--- src/rtl/trpd_pkg.sv ---
// Shared types and constants for the tile row pixel decoder.
`default_nettype none

package trpd_pkg;

   localparam int FRAME_WIDTH_DEF = 512;
   localparam int NUM_PENS        = 8;
   localparam int PEN_W           = 4;
   localparam int ROW_ADDR_W      = 18;
   localparam int FETCH_ADDR_W    = 28;
   localparam int PAL_W           = 7;
   localparam int POS_W           = 10;
   localparam int CODE_W          = 18;
   localparam int ATTR_W          = 6;
   localparam int ROW_W           = 5;
   localparam int WIDX_W          = 2;
   localparam int WORD_W          = 32;
   localparam int CLIP_TOP_W      = 9;
   localparam int CLIP_BOT_W      = 10;
   localparam int CSR_DATA_W      = 10;
   localparam int CSR_IDX_W       = 1;
   localparam int GEO_W           = 12;

   localparam logic [PEN_W-1:0] PEN_CLEAR = 4'hF;

   localparam logic [CLIP_TOP_W-1:0] CLIP_TOP_RST    = 9'd0;
   localparam logic [CLIP_BOT_W-1:0] CLIP_BOTTOM_RST = 10'd512;

   localparam logic signed [GEO_W-1:0] XMIN_NARROW = 12'sd64;
   localparam logic signed [GEO_W-1:0] XMIN_WIDE   = 12'sd32;
   localparam logic signed [GEO_W-1:0] X_LIMIT     = 12'sd448;

   localparam logic [PAL_W-1:0] PAL_OFF_SPRITE = 7'd0;
   localparam logic [PAL_W-1:0] PAL_OFF_BG8    = 7'd32;
   localparam logic [PAL_W-1:0] PAL_OFF_BG32   = 7'd96;

   typedef enum logic [1:0] {
      FUNC_SPRITE = 2'd0,
      FUNC_BG8    = 2'd1,
      FUNC_BG32   = 2'd2,
      FUNC_NONE   = 2'd3
   } func_type;

   typedef enum logic [CSR_IDX_W-1:0] {
      CSR_CLIP_TOP    = 1'b0,
      CSR_CLIP_BOTTOM = 1'b1
   } csr_index_type;

   // per-word control from the geometry unit to the lanes and merge
   typedef struct packed {
      logic kind_ok;
      logic flip;
      logic visible;
   } tile_ctl_type;

endpackage

`default_nettype wire

--- src/rtl/trpd_lane.sv ---
// One pixel lane: picks the nibble for its screen pixel and flags opacity.
`default_nettype none

module trpd_lane
   import trpd_pkg::*;
#(
   parameter int LANE = 0
) (
   input  wire  logic [WORD_W-1:0] gfx_word,
   input  wire  logic              flip,
   output logic       [PEN_W-1:0]  pen,
   output logic                    opaque
);

   // screen pixel p < 4 sits in nibble 2p, pixel p >= 4 in nibble 2(p-4)+1
   localparam int SRC_N = LANE;
   localparam int SRC_F = NUM_PENS - 1 - LANE;
   localparam int NIB_N = (SRC_N < NUM_PENS / 2) ? 2 * SRC_N : 2 * (SRC_N - NUM_PENS / 2) + 1;
   localparam int NIB_F = (SRC_F < NUM_PENS / 2) ? 2 * SRC_F : 2 * (SRC_F - NUM_PENS / 2) + 1;

   always_comb begin
      pen    = flip ? gfx_word[PEN_W*NIB_F +: PEN_W] : gfx_word[PEN_W*NIB_N +: PEN_W];
      opaque = (pen != PEN_CLEAR);
   end

endmodule

`default_nettype wire

--- src/rtl/trpd_geom.sv ---
// Geometry unit: frame-buffer and ROM addresses, palette and clipping.
`default_nettype none

module trpd_geom
   import trpd_pkg::*;
#(
   parameter int FRAME_WIDTH = FRAME_WIDTH_DEF
) (
   input  wire  logic [1:0]            func,
   input  wire  logic [POS_W-1:0]      pos_x,
   input  wire  logic [POS_W-1:0]      pos_y,
   input  wire  logic [CODE_W-1:0]     tile_code,
   input  wire  logic [ATTR_W-1:0]     attr_bits,
   input  wire  logic [ROW_W-1:0]      row,
   input  wire  logic [WIDX_W-1:0]     word_index,
   input  wire  logic [CLIP_TOP_W-1:0] clip_top,
   input  wire  logic [CLIP_BOT_W-1:0] clip_bottom,
   output logic       [ROW_ADDR_W-1:0]   row_address,
   output logic       [FETCH_ADDR_W-1:0] fetch_address,
   output logic       [PAL_W-1:0]        palette_number,
   output tile_ctl_type                  ctl
);

   localparam logic [ROW_ADDR_W-1:0] FW_C = ROW_ADDR_W'(FRAME_WIDTH);

   func_type                  kind;
   logic signed [GEO_W-1:0]   x_s, y_s, dy_s, top_s, bot_s, height, xmin;
   logic [ROW_ADDR_W-1:0]     dy_u, x_u, prod;
   logic [4:0]                col;
   logic [PAL_W-1:0]          pal_off;
   logic                      word_ok, tile_vis, row_vis;

   always_comb begin
      kind    = func_type'(func);
      x_s     = {{(GEO_W-POS_W){pos_x[POS_W-1]}}, pos_x};
      y_s     = {{(GEO_W-POS_W){pos_y[POS_W-1]}}, pos_y};
      dy_s    = y_s + $signed({{(GEO_W-ROW_W){1'b0}}, row});
      top_s   = $signed({{(GEO_W-CLIP_TOP_W){1'b0}}, clip_top});
      bot_s   = $signed({{(GEO_W-CLIP_BOT_W){1'b0}}, clip_bottom});

      height        = '0;
      xmin          = XMIN_NARROW;
      pal_off       = PAL_OFF_SPRITE;
      word_ok       = 1'b0;
      col           = '0;
      fetch_address = '0;
      ctl.flip      = 1'b0;
      ctl.kind_ok   = 1'b1;
      case (kind)
         FUNC_SPRITE: begin
            height        = 12'sd16;
            ctl.flip      = attr_bits[5];
            word_ok       = ~word_index[1];
            col           = {word_index[0] ^ attr_bits[5], 3'b000};
            fetch_address = (FETCH_ADDR_W'(tile_code) << 7) + (FETCH_ADDR_W'(row) << 3)
                          + (FETCH_ADDR_W'(word_index) << 2);
         end
         FUNC_BG8: begin
            height        = 12'sd8;
            pal_off       = PAL_OFF_BG8;
            word_ok       = (word_index == 2'd1);
            fetch_address = (FETCH_ADDR_W'(tile_code) << 6) + (FETCH_ADDR_W'(row) << 3)
                          + (FETCH_ADDR_W'(word_index) << 2);
         end
         FUNC_BG32: begin
            height        = 12'sd32;
            xmin          = XMIN_WIDE;
            pal_off       = PAL_OFF_BG32;
            word_ok       = 1'b1;
            col           = {word_index, 3'b000};
            fetch_address = (FETCH_ADDR_W'(tile_code) << 9) + (FETCH_ADDR_W'(row) << 4)
                          + (FETCH_ADDR_W'(word_index) << 2);
         end
         default: begin
            ctl.kind_ok = 1'b0;
         end
      endcase

      tile_vis = !(x_s < xmin || x_s >= X_LIMIT || (y_s + height) < top_s || y_s >= bot_s);
      row_vis  = (dy_s >= top_s) && (dy_s < bot_s) &&
                 ($signed({{(GEO_W-ROW_W){1'b0}}, row}) < height);
      ctl.visible = tile_vis && row_vis && word_ok && ctl.kind_ok;

      // addresses wrap modulo 2^18, so 18-bit two's complement math is exact
      dy_u = {{(ROW_ADDR_W-GEO_W){dy_s[GEO_W-1]}}, dy_s};
      x_u  = {{(ROW_ADDR_W-GEO_W){x_s[GEO_W-1]}}, x_s};
      prod = dy_u * FW_C;
      row_address    = prod + x_u + ROW_ADDR_W'(col);
      palette_number = {2'b00, attr_bits[4:0]} + pal_off;
   end

endmodule

`default_nettype wire

--- src/rtl/tile_row_pixel_decoder.sv ---
// Top level of the tile row pixel decoder: csr, geometry, lanes, mask merge, output register.
// A response beat becomes valid in the cycle after its request beat is accepted.
// Throughput: one beat per cycle; the single output register is the only stage,
// and a new request is taken whenever that register is empty or drains in the same cycle.
// Reset: synchronous, clears the response valid and sets clip_top 0, clip_bottom 512.
`default_nettype none

module tile_row_pixel_decoder
   import trpd_pkg::*;
#(
   parameter int FRAME_WIDTH = FRAME_WIDTH_DEF
) (
   input  wire  logic                    clock,
   input  wire  logic                    reset,
   input  wire  logic                    req_valid,
   output logic                          req_ready,
   input  wire  logic [1:0]              req_func,
   input  wire  logic [POS_W-1:0]        req_pos_x,
   input  wire  logic [POS_W-1:0]        req_pos_y,
   input  wire  logic [CODE_W-1:0]       req_tile_code,
   input  wire  logic [ATTR_W-1:0]       req_attr_bits,
   input  wire  logic [ROW_W-1:0]        req_row,
   input  wire  logic [WIDX_W-1:0]       req_word_index,
   input  wire  logic [WORD_W-1:0]       req_gfx_word,
   output logic                          rsp_valid,
   input  wire  logic                    rsp_ready,
   output logic       [ROW_ADDR_W-1:0]   rsp_row_address,
   output logic       [FETCH_ADDR_W-1:0] rsp_fetch_address,
   output logic       [PAL_W-1:0]        rsp_palette_number,
   output logic       [NUM_PENS-1:0]     rsp_write_mask,
   output logic       [PEN_W-1:0]        rsp_pen_0,
   output logic       [PEN_W-1:0]        rsp_pen_1,
   output logic       [PEN_W-1:0]        rsp_pen_2,
   output logic       [PEN_W-1:0]        rsp_pen_3,
   output logic       [PEN_W-1:0]        rsp_pen_4,
   output logic       [PEN_W-1:0]        rsp_pen_5,
   output logic       [PEN_W-1:0]        rsp_pen_6,
   output logic       [PEN_W-1:0]        rsp_pen_7,
   input  wire  logic                    csr_valid,
   output logic                          csr_ready,
   input  wire  logic [CSR_IDX_W-1:0]    csr_index,
   input  wire  logic [CSR_DATA_W-1:0]   csr_data
);

   logic [CLIP_TOP_W-1:0]   clip_top_ff;
   logic [CLIP_BOT_W-1:0]   clip_bottom_ff;
   logic [ROW_ADDR_W-1:0]   row_addr_in, row_addr_ff;
   logic [FETCH_ADDR_W-1:0] fetch_in, fetch_ff;
   logic [PAL_W-1:0]        pal_in, pal_ff;
   logic [NUM_PENS-1:0]     mask_in, mask_ff, opaque;
   logic [PEN_W-1:0]        pen_lane [NUM_PENS];
   logic [PEN_W-1:0]        pen_in   [NUM_PENS];
   logic [PEN_W-1:0]        pen_ff   [NUM_PENS];
   logic                    rsp_valid_in, rsp_valid_ff;
   logic                    accept;
   tile_ctl_type            ctl;

   assign csr_ready = 1'b1;

   always_ff @(posedge clock) begin
      if (reset) begin
         clip_top_ff    <= CLIP_TOP_RST;
         clip_bottom_ff <= CLIP_BOTTOM_RST;
      end else if (csr_valid) begin
         case (csr_index_type'(csr_index))
            CSR_CLIP_TOP:    clip_top_ff    <= csr_data[CLIP_TOP_W-1:0];
            CSR_CLIP_BOTTOM: clip_bottom_ff <= csr_data;
            default: begin
            end
         endcase
      end
   end

   trpd_geom #(
      .FRAME_WIDTH(FRAME_WIDTH)
   ) u_geom (
      .func          (req_func),
      .pos_x         (req_pos_x),
      .pos_y         (req_pos_y),
      .tile_code     (req_tile_code),
      .attr_bits     (req_attr_bits),
      .row           (req_row),
      .word_index    (req_word_index),
      .clip_top      (clip_top_ff),
      .clip_bottom   (clip_bottom_ff),
      .row_address   (row_addr_in),
      .fetch_address (fetch_in),
      .palette_number(pal_in),
      .ctl           (ctl)
   );

   for (genvar g = 0; g < NUM_PENS; g++) begin : g_lane
      trpd_lane #(
         .LANE(g)
      ) u_lane (
         .gfx_word(req_gfx_word),
         .flip    (ctl.flip),
         .pen     (pen_lane[g]),
         .opaque  (opaque[g])
      );
   end

   // merge: unused kind zeroes every pen; clipping only gates the mask
   always_comb begin
      mask_in = ctl.visible ? opaque : '0;
      for (int i = 0; i < NUM_PENS; i++) begin
         pen_in[i] = ctl.kind_ok ? pen_lane[i] : '0;
      end
   end

   assign req_ready = !rsp_valid_ff || rsp_ready;
   assign accept    = req_valid && req_ready;

   always_comb begin
      rsp_valid_in = rsp_valid_ff;
      if (accept) begin
         rsp_valid_in = 1'b1;
      end else if (rsp_ready) begin
         rsp_valid_in = 1'b0;
      end
   end

   always_ff @(posedge clock) begin
      if (reset) begin
         rsp_valid_ff <= 1'b0;
      end else begin
         rsp_valid_ff <= rsp_valid_in;
      end
   end

   always_ff @(posedge clock) begin
      if (accept) begin
         row_addr_ff <= ctl.kind_ok ? row_addr_in : '0;
         fetch_ff    <= fetch_in;
         pal_ff      <= ctl.kind_ok ? pal_in : '0;
         mask_ff     <= mask_in;
         pen_ff      <= pen_in;
      end
   end

   assign rsp_valid          = rsp_valid_ff;
   assign rsp_row_address    = row_addr_ff;
   assign rsp_fetch_address  = fetch_ff;
   assign rsp_palette_number = pal_ff;
   assign rsp_write_mask     = mask_ff;
   assign rsp_pen_0          = pen_ff[0];
   assign rsp_pen_1          = pen_ff[1];
   assign rsp_pen_2          = pen_ff[2];
   assign rsp_pen_3          = pen_ff[3];
   assign rsp_pen_4          = pen_ff[4];
   assign rsp_pen_5          = pen_ff[5];
   assign rsp_pen_6          = pen_ff[6];
   assign rsp_pen_7          = pen_ff[7];

endmodule

`default_nettype wire

--- config.mk ---
export PLATFORM = sky130hd
export DESIGN_NAME = tile_row_pixel_decoder
export DESIGN_NICKNAME = d
export VERILOG_FILES = /design/src/rtl/trpd_pkg.sv /design/src/rtl/trpd_lane.sv /design/src/rtl/trpd_geom.sv /design/src/rtl/tile_row_pixel_decoder.sv
export SDC_FILE = /design/constraint.sdc
export NUM_CORES = 1
export LEC_CHECK = 0
export ABC_AREA = 0
export ABC_CLOCK_PERIOD_IN_PS = 4200
export BUFFER_PORTS_ARGS = -buffer_cell sky130_fd_sc_hd__buf_4
export CAP_MARGIN = 20
export CORE_MARGIN = 1
export CORE_UTILIZATION = 30
export CTS_CLUSTER_DIAMETER = 50
export CTS_CLUSTER_SIZE = 28
export DETAILED_ROUTE_END_ITERATION = 16
export GPL_ROUTABILITY_DRIVEN = 0
export SLEW_MARGIN = 20
export SYNTH_ARGS = -nofsm -noshare
export SYNTH_HDL_FRONTEND = slang
export SYNTH_SLANG_ARGS = --single-unit
--- constraint.sdc ---
create_clock -name clock -period 4.2 [get_ports clock]
set_input_delay 0.42 -clock clock [delete_from_list [all_inputs] [get_ports clock]]
set_output_delay 0.42 -clock clock [all_outputs]
set_load 0.01 [all_outputs]
==> results of run 1 <==
## cells by family after synthesis
family / count (synthesis) / share of synthesized area (%)
xor gates and xnor gates: 88 / 9.404
adders and majority gates: 73 / 11.40
DFF: 110 / 37.50
and+or+nand+nor: 372 / 22.29
muxes: 1 / 0.1210
AOI/OAI and AO/OA: 176 / 14.24
other: 2 / 0.09075
buffers and inverters: 95 / 4.959
## through the flow
| step | hold WS [ps] | power, W | instance area [um2] |
|---|---|---|---|
| after detailed placement | 450.6 | 0.002177 | 9985 |
| final | 268.6 | 0.003089 | 10310 |
| after global routing | 277.1 | 0.003262 | 10310 |
| after global placement | 444.6 | 0.002166 | 9985 |
| after CTS | 253.0 | 0.003129 | 10310 |
| after floorplan | 436.3 | 0.001836 | 8283 |
## final cells by class
cell class | instances | area (um2)
multi-input combinational | 714 | 4781
clock inverter | 7 | 102.6
sequential | 110 | 3103
inverter | 42 | 157.7
fill | 2763 | 16710
clock buffer | 9 | 225.2
timing repair buffer | 202 | 1516
tap | 341 | 426.7
## routing by layer
metal / global-route usage [%] / wire length, um
met4: 4.348 / 295
met1: 21.72 / 10640
met3: 2.186 / 994
met2: 28.17 / 11310
met5: 0 / 0
## power by group
part           internal, W  total, W  switching [W]
logic             0.000368  0.000836       0.000468
clock network     0.000485  0.000939       0.000454
registers          0.00128   0.00131      0.0000299
total              0.00214   0.00309       0.000952
## tightest hold or removal path, delay by kind of cell
family        cells  cell delay (ps)
buf+inv           1               70
simple gates      2              100
## state kept, by name (all words and copies together), names as in the netlist
name and cells:
clip_bottom_ff 10, rsp_pen_4 4, rsp_pen_1 4, rsp_pen_5 4, rsp_pen_6 4, rsp_valid 1
rsp_row_address 18, rsp_write_mask 8, clip_top_ff 9, rsp_pen_3 4, rsp_pen_0 4, rsp_palette_number 7
rsp_pen_2 4, rsp_pen_7 4, rsp_fetch_address 25
## Yosys cell counts, types with 19 or more instances
cell type  count
a21oi_1       79
clkbuf_1      37
dfxtp_1       20
edfxtp_1      90
ha_1          69
inv_1         42
nand2_1      152
nand3_1       29
nand4_1       19
nor2_1        75
o21ai_0       21
xnor2_1       57
xor2_1        30
## worst paths after layout
| check | to | slack [ps] |
|---|---|---|
| min | clip_bottom_ff[9]$_SDFFE_PP1P_ | 270 |
| min reg2reg | clip_top_ff[6]$_SDFFE_PP0P_ | 460 |
| max | rsp_write_mask[0]$_SDFFCE_PN0P_ | 630 |
| max reg2reg | rsp_write_mask[0]$_SDFFCE_PN0P_ | 1800 |
==> reports/results.tsv, run 1 <==
stage	metric	value	unit
setup_path	CP Capture Type	flop	
floorplan	CORE AREA	27030	um2
synth	Most used DFF post-synth	edfxtp_1	
clocking	latest clock arrival within the worst-skew pair	360	ps
layout	Final Util	38.16	%
floorplan	die area	28250	um2
run_status	outcome	finished, final reports clean	
routing	drt initial violations	502	
worst_hold_path	Hold Crit Depth	3	
synth	Post-Syn Area	8275	um2
place	Port Buffer Count	192	
timing	fin crit period	3568	ps
layout	Layout area overhead	24.61	%
timing	max_slew headroom	32.15	%
global_routing	grt ovf	0	
synth	number of synthesized flops with an enable pin	90	
layout	commonest cells after routing, fill and taps aside	buf_4, nand2_1, edfxtp_1	
global_routing	vias in the first global route	6947	
synth	syn_area_per_cell	9.024	um2
global_routing	antenna violations before repair	0	
flow_run	number of max-cap violations	0	
routing	number of remaining DRC errors	0	
routing	First-pass DRT Iterations	5	
routing	Via Count	7205	
timing	Final Hold Viols	0	
timing	Max Freq	280.2	MHz
synth	Seq/Total Area, Yosys	37.50	%
floorplan	die height	168.1	um
clocking	TritonCTS buffer count	9	
floorplan	Die X	168.1	um
routing	Total Wirelength	23.25	mm
routing	antenna viol nets, final	0	
clocking	clock sink count	110	
timing	RSZ-0062 raised after global routing	no	
setup_path	Worst setup startpoint	req_pos_y[0]	
clocking	Setup Buffers After CTS	0	
place	HPWL after detailed placement	18.04	mm
setup_path	Critical Path Stages	16	
clocking	CTS tree	yes	
layout	non-filler cells, final	1425	
setup_path	CP top delay family	compound AO/OA/AOI/OAI gates	
place	pre-CTS setup slack	275.1	ps
synth	Yosys cell types	69	
worst_hold_path	worst hold start	csr_data[9]	
setup_path	Worst EP arrival	3760	ps
power	Pwr Density	299.5	nW/um2
synth	post-synth top area cell	edfxtp_1	
layout	n_diodes	0	
worst_hold_path	worst hold path type	in2reg	
synth	Yosys top cell area share	32.66	%
routing	WL per Instance	16.31	um
place	DP Cell Count	1409	
setup_path	slowest CP cell	fa_1	
timing	Final Cycle Share	84.96	%
synth	Async S/R FF share, synth	0	%
floorplan	Ports	197	
timing	Setup WS post-layout	631.7	ps
timing	setup TNS	0	ps
timing	clk_skew	9.269	ps
global_routing	largest net degree at the start of global routing	56	
setup_path	CP Cell Sequence	buf_4 -> ha_1 -> inv_1 -> fa_1 -> nor2b_1 -> o21ai_0 -> a21oi_1 -> o2111ai_1 -> xnor2_1 -> ha_1 -> a21o_1 -> a2111oi_0 -> o21ai_0 -> nor4_2 -> buf_4 -> nor3b_1	
synth	Synthesis Warnings	0	
floorplan	Core Rows	60	
clocking	CTS H-Tree Depth	3	
clocking	post-cts resize count	0	
setup_path	Worst R2R Start	clip_bottom_ff[4]$_SDFFE_PP0P_	
timing	Pins Over Slew Limit	0	
timing	Final setup viols	0	
setup_path	worst path required time	4390	ps
synth	ranking of synthesized cells by area	edfxtp_1, ha_1, nand2_1, xnor2_1, dfxtp_1	
layout	most common cell after layout, fill and taps aside	buf_4	
setup_path	worst-path fanout max	8	
setup_path	worst reg2reg path depth	11	
clocking	hold_buf cts	0	
setup_path	CP startpoint kind	input pin	
clocking	Max clock buf depth	2	
clocking	clock-pin transition on the worst setup and hold timing paths	80	ps
synth	synthesis-stage register bit count	110	
timing	worst slew pin tran	1018	ps
layout	nets	1253	
power	VDD IR max	0.2052	mV
global_routing	gr usage total	16.44	%
setup_path	WP buf/inv	3	
floorplan	Initial Utilization	30.62	%
power	Pleak	4.078	nW
routing	Avg Vias per Cell	5.056	
setup_path	kind of critical path	in2reg	
synth	Post-Syn Instances	917	
layout	layout cells sized above 1	22.42	%
clocking	Root Buffer	clkbuf_16	
global_routing	first-pass GRT wire length	37.08	mm
setup_path	Critical Path Max Stage Delay	390	ps
Note: power is estimated with default switching activity, not from simulation.
==> run 2: changes to the inputs <==
ABC_CLOCK_PERIOD_IN_PS = 3400   (was 4200)
clock period = 3.4 ns   (was 4.2 ns; I/O delays follow)
==> run 2 against run 1 <==
Against the previous run:
- global-route usage grew 0.27 points
- sequential power grew 24%
- register-to-register slack lost 830 ps
- count of clock-buffer cells in the layout is the same
- sequential cell count is the same
- critical path depth is the same
- non-clock buffer count grew 37
- wire length grew 1.5%
- critical path type unchanged
- highest routed layer unchanged
==> reports/results.tsv, run 2 (synthesis gave the netlist of run 1 again) <==
stage	metric	value	unit
global_routing	grt ovf	0	
layout	most common cell after layout, fill and taps aside	buf_4	
global_routing	vias in the first global route	7034	
setup_path	CP Capture Type	flop	
timing	max_slew headroom	53.56	%
global_routing	layer with the highest usage	met2	
layout	number of fill cells	2729	
clocking	CTS tree	yes	
layout	max reg flops	25	
layout	Layout area overhead	28.12	%
layout	layout cells sized above 1	25.42	%
setup_path	Worst R2R Start	clip_bottom_ff[4]$_SDFFE_PP0P_	
timing	clk_skew	10.94	ps
power	Pwr Density	357.3	nW/um2
clocking	Max clock buf depth	2	
clocking	latest clock arrival within the worst-skew pair	360	ps
floorplan	Core Rows	60	
timing	fin crit period	3223	ps
timing	Pins Over Slew Limit	0	
global_routing	GR Util met2	27.79	%
clocking	CTS H-Tree Depth	3	
timing	Final setup viols	0	
floorplan	CORE AREA	27030	um2
place	HPWL after detailed placement	18.06	mm
setup_path	CP startpoint kind	input pin	
routing	number of remaining DRC errors	0	
global_routing	antenna violations before repair	0	
floorplan	Ports	197	
global_routing	grt met1 use	22.64	%
setup_path	worst-path fanout max	8	
global_routing	gr usage total	16.70	%
layout	area of the multi-input gates	4806	um2
clocking	clock-pin transition on the worst setup and hold timing paths	80	ps
worst_hold_path	worst hold start	csr_data[9]	
flow_run	number of max-cap violations	0	
routing	Avg Vias per Cell	5.016	
power	VDD IR max	0.2114	mV
clocking	Root Buffer	clkbuf_16	
clocking	clock sink count	110	
timing	Final Hold Viols	0	
place	pre-CTS setup slack	-355.3	ps
routing	Via Count	7334	
timing	Final Cycle Share	94.78	%
clocking	TritonCTS buffer count	9	
routing	Total Wirelength	23.59	mm
layout	n_diodes	0	
power	Pleak	4.268	nW
routing	First-pass DRT Iterations	5	
floorplan	die height	168.1	um
run_status	outcome	finished, final reports clean	
setup_path	Critical Path Max Stage Delay	380	ps
layout	register area	3103	um2
floorplan	Die X	168.1	um
timing	Setup WS post-layout	177.4	ps
floorplan	die area	28250	um2
global_routing	largest net degree at the start of global routing	56	
timing	Fin Hold WS	187.8	ps
layout	nets	1290	
worst_hold_path	worst hold path type	in2reg	
setup_path	slowest CP cell	fa_1	
floorplan	Initial Utilization	30.62	%
routing	WL per Instance	16.14	um
routing	drt initial violations	709	
routing	antenna viol nets, final	0	
timing	worst slew pin tran	696.7	ps
setup_path	Worst setup startpoint	req_pos_y[0]	
place	Port Buffer Count	192	
timing	Max Freq	310.3	MHz
setup_path	worst path required time	3600	ps
setup_path	kind of critical path	in2reg	
setup_path	Worst EP arrival	3420	ps
global_routing	grt met3 use	2.327	%
setup_path	CP Cell Sequence	buf_4 -> ha_1 -> inv_1 -> fa_1 -> nor2b_1 -> o21ai_1 -> a21oi_2 -> o2111ai_1 -> xnor2_1 -> ha_1 -> a21o_1 -> a2111oi_1 -> o21ai_1 -> nor4_2 -> buf_4 -> nor3b_1	
clocking	hold_buf cts	0	
layout	commonest cells after routing, fill and taps aside	buf_4, nand2_1, edfxtp_1	
global_routing	first-pass GRT wire length	37.54	mm
## run 2: cell count changes in the layout (fill, tap and decap cells not counted), sizes merged
cell | before | now
bufinv | 1 | 0
clkinv | 4 | 5
buf | 202 | 239
## run 2: final timing paths
check	end	slack (ps)	cells after the start
hold reg to reg	clip_top_ff[6]$_SDFFE_PP0P_	460	2
hold / removal	clip_bottom_ff[9]$_SDFFE_PP1P_	190	3
setup reg to reg	rsp_write_mask[4]$_SDFFCE_PN0P_	970	11
setup / recovery	rsp_write_mask[4]$_SDFFCE_PN0P_	180	16
## run 2: per-stage QoR
step                cells  instance area (um2)  utilization, %  TNS, ps  total power, W
floorplan             919                 8289               -        0        0.002269
global placement     1445                10270           37.99    -1613        0.002715
detailed placement   1445                10270           37.99    -2541        0.002728
CTS                  1461                10570           39.11        0        0.003830
global route         1462                10600           39.23   -41.16        0.004005
finish               1462                10600           39.23        0        0.003788
## run 2: power by group
group | switching (W) | internal [W] | leakage, nW | total (W)
registers | 0.0000345 | 0.00159 | 1.06 | 0.00162
logic | 0.000587 | 0.000491 | 3.06 | 0.00108
clock network | 0.000565 | 0.000523 | 0.149 | 0.00109
total | 0.00119 | 0.00260 | 4.27 | 0.00379
## run 2: critical path: cells and delay by family
family	cells	cell delay, ps
compound gates	6	1100
xor+xnor	1	240
fa+ha+maj	3	840
buf+inv	3	350
simple gates	3	540
## run 2: final cells by class
class / count / area share, %
clock buffer: 9 / 2.124
multi-input combinational: 714 / 45.33
timing repair buffer: 239 / 17.04
sequential: 110 / 29.27
tap: 341 / 4.024
clock inverter: 7 / 0.7316
inverter: 42 / 1.487
## run 2: timing repair
action                                  CTS  global route
gates resized for setup                   0             8
setup buffers                             0             1
endpoints found under the setup margin    0             8
## run 2: routing by layer
metal / vias up / share of wire [%]
met5: - / 0
met4: 0 / 1.5
met3: 23 / 5.2
met2: 217 / 48
met1: 3440 / 45
li1: 3654 / -
==> run 3: changes to the inputs <==
ABC_CLOCK_PERIOD_IN_PS = 2900   (was 3400)
clock period = 2.9 ns   (was 3.4 ns; I/O delays follow)
==> run 3 against run 2 <==
Against the previous run:
- critical path type unchanged
- critical endpoint is now rsp_write_mask[0]$_SDFFCE_PN0P_
- critical path depth is 2 lower
- hold slack got worse by 51 ps
- register-to-register slack got worse by 430 ps
- final cell count is 6.0% higher
- highest routed layer unchanged
==> reports/results.tsv, run 3 (synthesis gave the netlist of run 1 again) <==
stage	metric	value	unit
place	Port Buffer Count	192	
routing	drt initial violations	634	
global_routing	grt ovf	0	
power	NetSw	0.001413	W
power	Reg power frac	40.6	%
power	Clock Power Share	28.1	%
floorplan	die area	28250	um2
layout	number of fill cells	2660	
timing	RSZ-0062 raised after global routing	yes	
layout	n_diodes	0	
floorplan	CORE AREA	27030	um2
flow_run	number of max-cap violations	0	
timing	Final Cycle Share	97.02	%
layout	nets	1378	
clocking	CTS H-Tree Depth	3	
setup_path	kind of critical path	in2reg	
power	Comb pwr share	31.3	%
layout	post-route cell area	11460	um2
timing	worst slew pin tran	670.4	ps
floorplan	die height	168.1	um
power	Pleak	4.745	nW
timing	Pins Over Slew Limit	0	
setup_path	worst path required time	3010	ps
global_routing	gr usage total	17.18	%
layout	layout cells sized above 1	33.50	%
worst_hold_path	worst hold start	csr_data[9]	
routing	Total Wirelength	24.69	mm
power	total power	0.004674	W
timing	Max Freq	355.4	MHz
floorplan	Ports	197	
run_status	outcome	finished, final reports clean	
clocking	Root Buffer	clkbuf_16	
global_routing	antenna violations before repair	0	
clocking	Max clock buf depth	2	
global_routing	vias in the first global route	7408	
layout	Layout area overhead	38.49	%
power	VDD IR max	0.2206	mV
routing	number of remaining DRC errors	0	
layout	max reg flops	25	
timing	max_slew headroom	55.21	%
timing	Final Hold Viols	0	
routing	Via Count	7716	
power	switching share of total power	30.24	%
power	Pwr Density	407.8	nW/um2
worst_hold_path	worst hold path type	in2reg	
layout	commonest cells after routing, fill and taps aside	buf_4, nand2_1, edfxtp_1	
setup_path	Worst R2R Start	clip_top_ff[0]$_SDFFE_PP0P_	
place	Post-DP Area	10950	um2
layout	most common cell after layout, fill and taps aside	buf_4	
timing	Final setup viols	0	
clocking	latest clock arrival within the worst-skew pair	360	ps
global_routing	first-pass GRT wire length	38.63	mm
routing	First-pass DRT Iterations	5	
global_routing	largest net degree at the start of global routing	56	
power	P_int	0.003261	W
routing	antenna viol nets, final	0	
place	HPWL after detailed placement	19.18	mm
routing	Avg Vias per Cell	4.978	
timing	fin crit period	2813	ps
floorplan	Initial Utilization	30.62	%
setup_path	CP startpoint kind	input pin	
clocking	CTS tree	yes	
setup_path	worst-path fanout max	8	
routing	WL per Instance	15.93	um
floorplan	Core Rows	60	
floorplan	Die X	168.1	um
setup_path	CP Capture Type	flop	
setup_path	Worst setup startpoint	req_func[1]	
clocking	clock sink count	110	
clocking	hold_buf cts	0	
setup_path	Worst EP arrival	2920	ps
clocking	clock-pin transition on the worst setup and hold timing paths	80	ps
clocking	TritonCTS buffer count	9	
timing	clk_skew	11.81	ps
## run 3: cell types whose count changed in the layout (fill, tap and decap cells not counted), sizes merged
cell      change
clkinvlp      +1
bufinv        +1
buf          +88
inv           +2
clkinv        -5
clkbuf        +1
## run 3: final cells by class
class / count / area, um2 / area share, %
multi-input cells: 714 / 4981 / 43.46
flip-flops and latches: 110 / 3103 / 27.07
repair buffers: 327 / 2486 / 21.69
well taps: 341 / 426.7 / 3.723
clock buffers: 10 / 229.0 / 1.998
inverters: 42 / 157.7 / 1.376
clock inverters: 6 / 77.57 / 0.6769
## run 3: through the flow
stage	setup slack (ps)	hold slack (ps)	std cells	util, %	TNS (ps)
floorplan	-327.2	414.3	919	-	-2618
global placement	-534.1	446.2	1527	40.51	-6472
detailed placement	-618.3	447.9	1527	40.51	-7164
CTS	-11.79	119.5	1547	41.87	-11.79
global route	-62.05	144.8	1550	42.41	-368.3
finish	86.53	136.6	1550	42.41	0
## run 3: what timing repair did
action / in CTS / in global routing
pin swaps: 11 / 14
endpoints found under the setup margin: 8 / 14
cloned: 0 / 0
gates resized for setup: 10 / 29
buffers inserted: 4 / 3
## run 3: worst max-delay path, cell delays in order
cell and delay, ps:
buf_4 90, inv_1 80, ha_1 230, ha_1 220, fa_1 400, xor2_1 180, ha_1 300, a21o_1 200
a211oi_2 210, o21ai_1 110, a211oi_2 220, nor4_2 70, buf_4 160, nor3b_2 150
## run 3: power by group through the flow
stage / registers [W] / logic [W] / clock network [W]
6_report: 0.00190 / 0.00146 / 0.00131
5_1_grt: 0.00191 / 0.00161 / 0.00140
4_1_cts: 0.00190 / 0.00144 / 0.00135
3_5_place_dp: 0.00194 / 0.00141 / 0
3_3_place_gp: 0.00193 / 0.00139 / 0
2_1_floorplan: 0.00199 / 0.000677 / 0
## run 3: worst paths after layout
path	slack, ps	depth (start not counted)	end
worst min register to register	460	2	clip_top_ff[4]$_SDFFE_PP0P_
worst max register to register	540	10	rsp_write_mask[0]$_SDFFCE_PN0P_
worst min-delay path	140	3	clip_bottom_ff[9]$_SDFFE_PP1P_
worst max-delay path	90	14	rsp_write_mask[0]$_SDFFCE_PN0P_
## run 3: metal layers
layer,GRT usage (%),part of all wire (%),up-vias
met1,21.82,44,3659
met3,2.468,4.6,24
met2,30.34,49,194
li1,-,-,3839
met4,4.664,1.5,0
met5,0,0,-
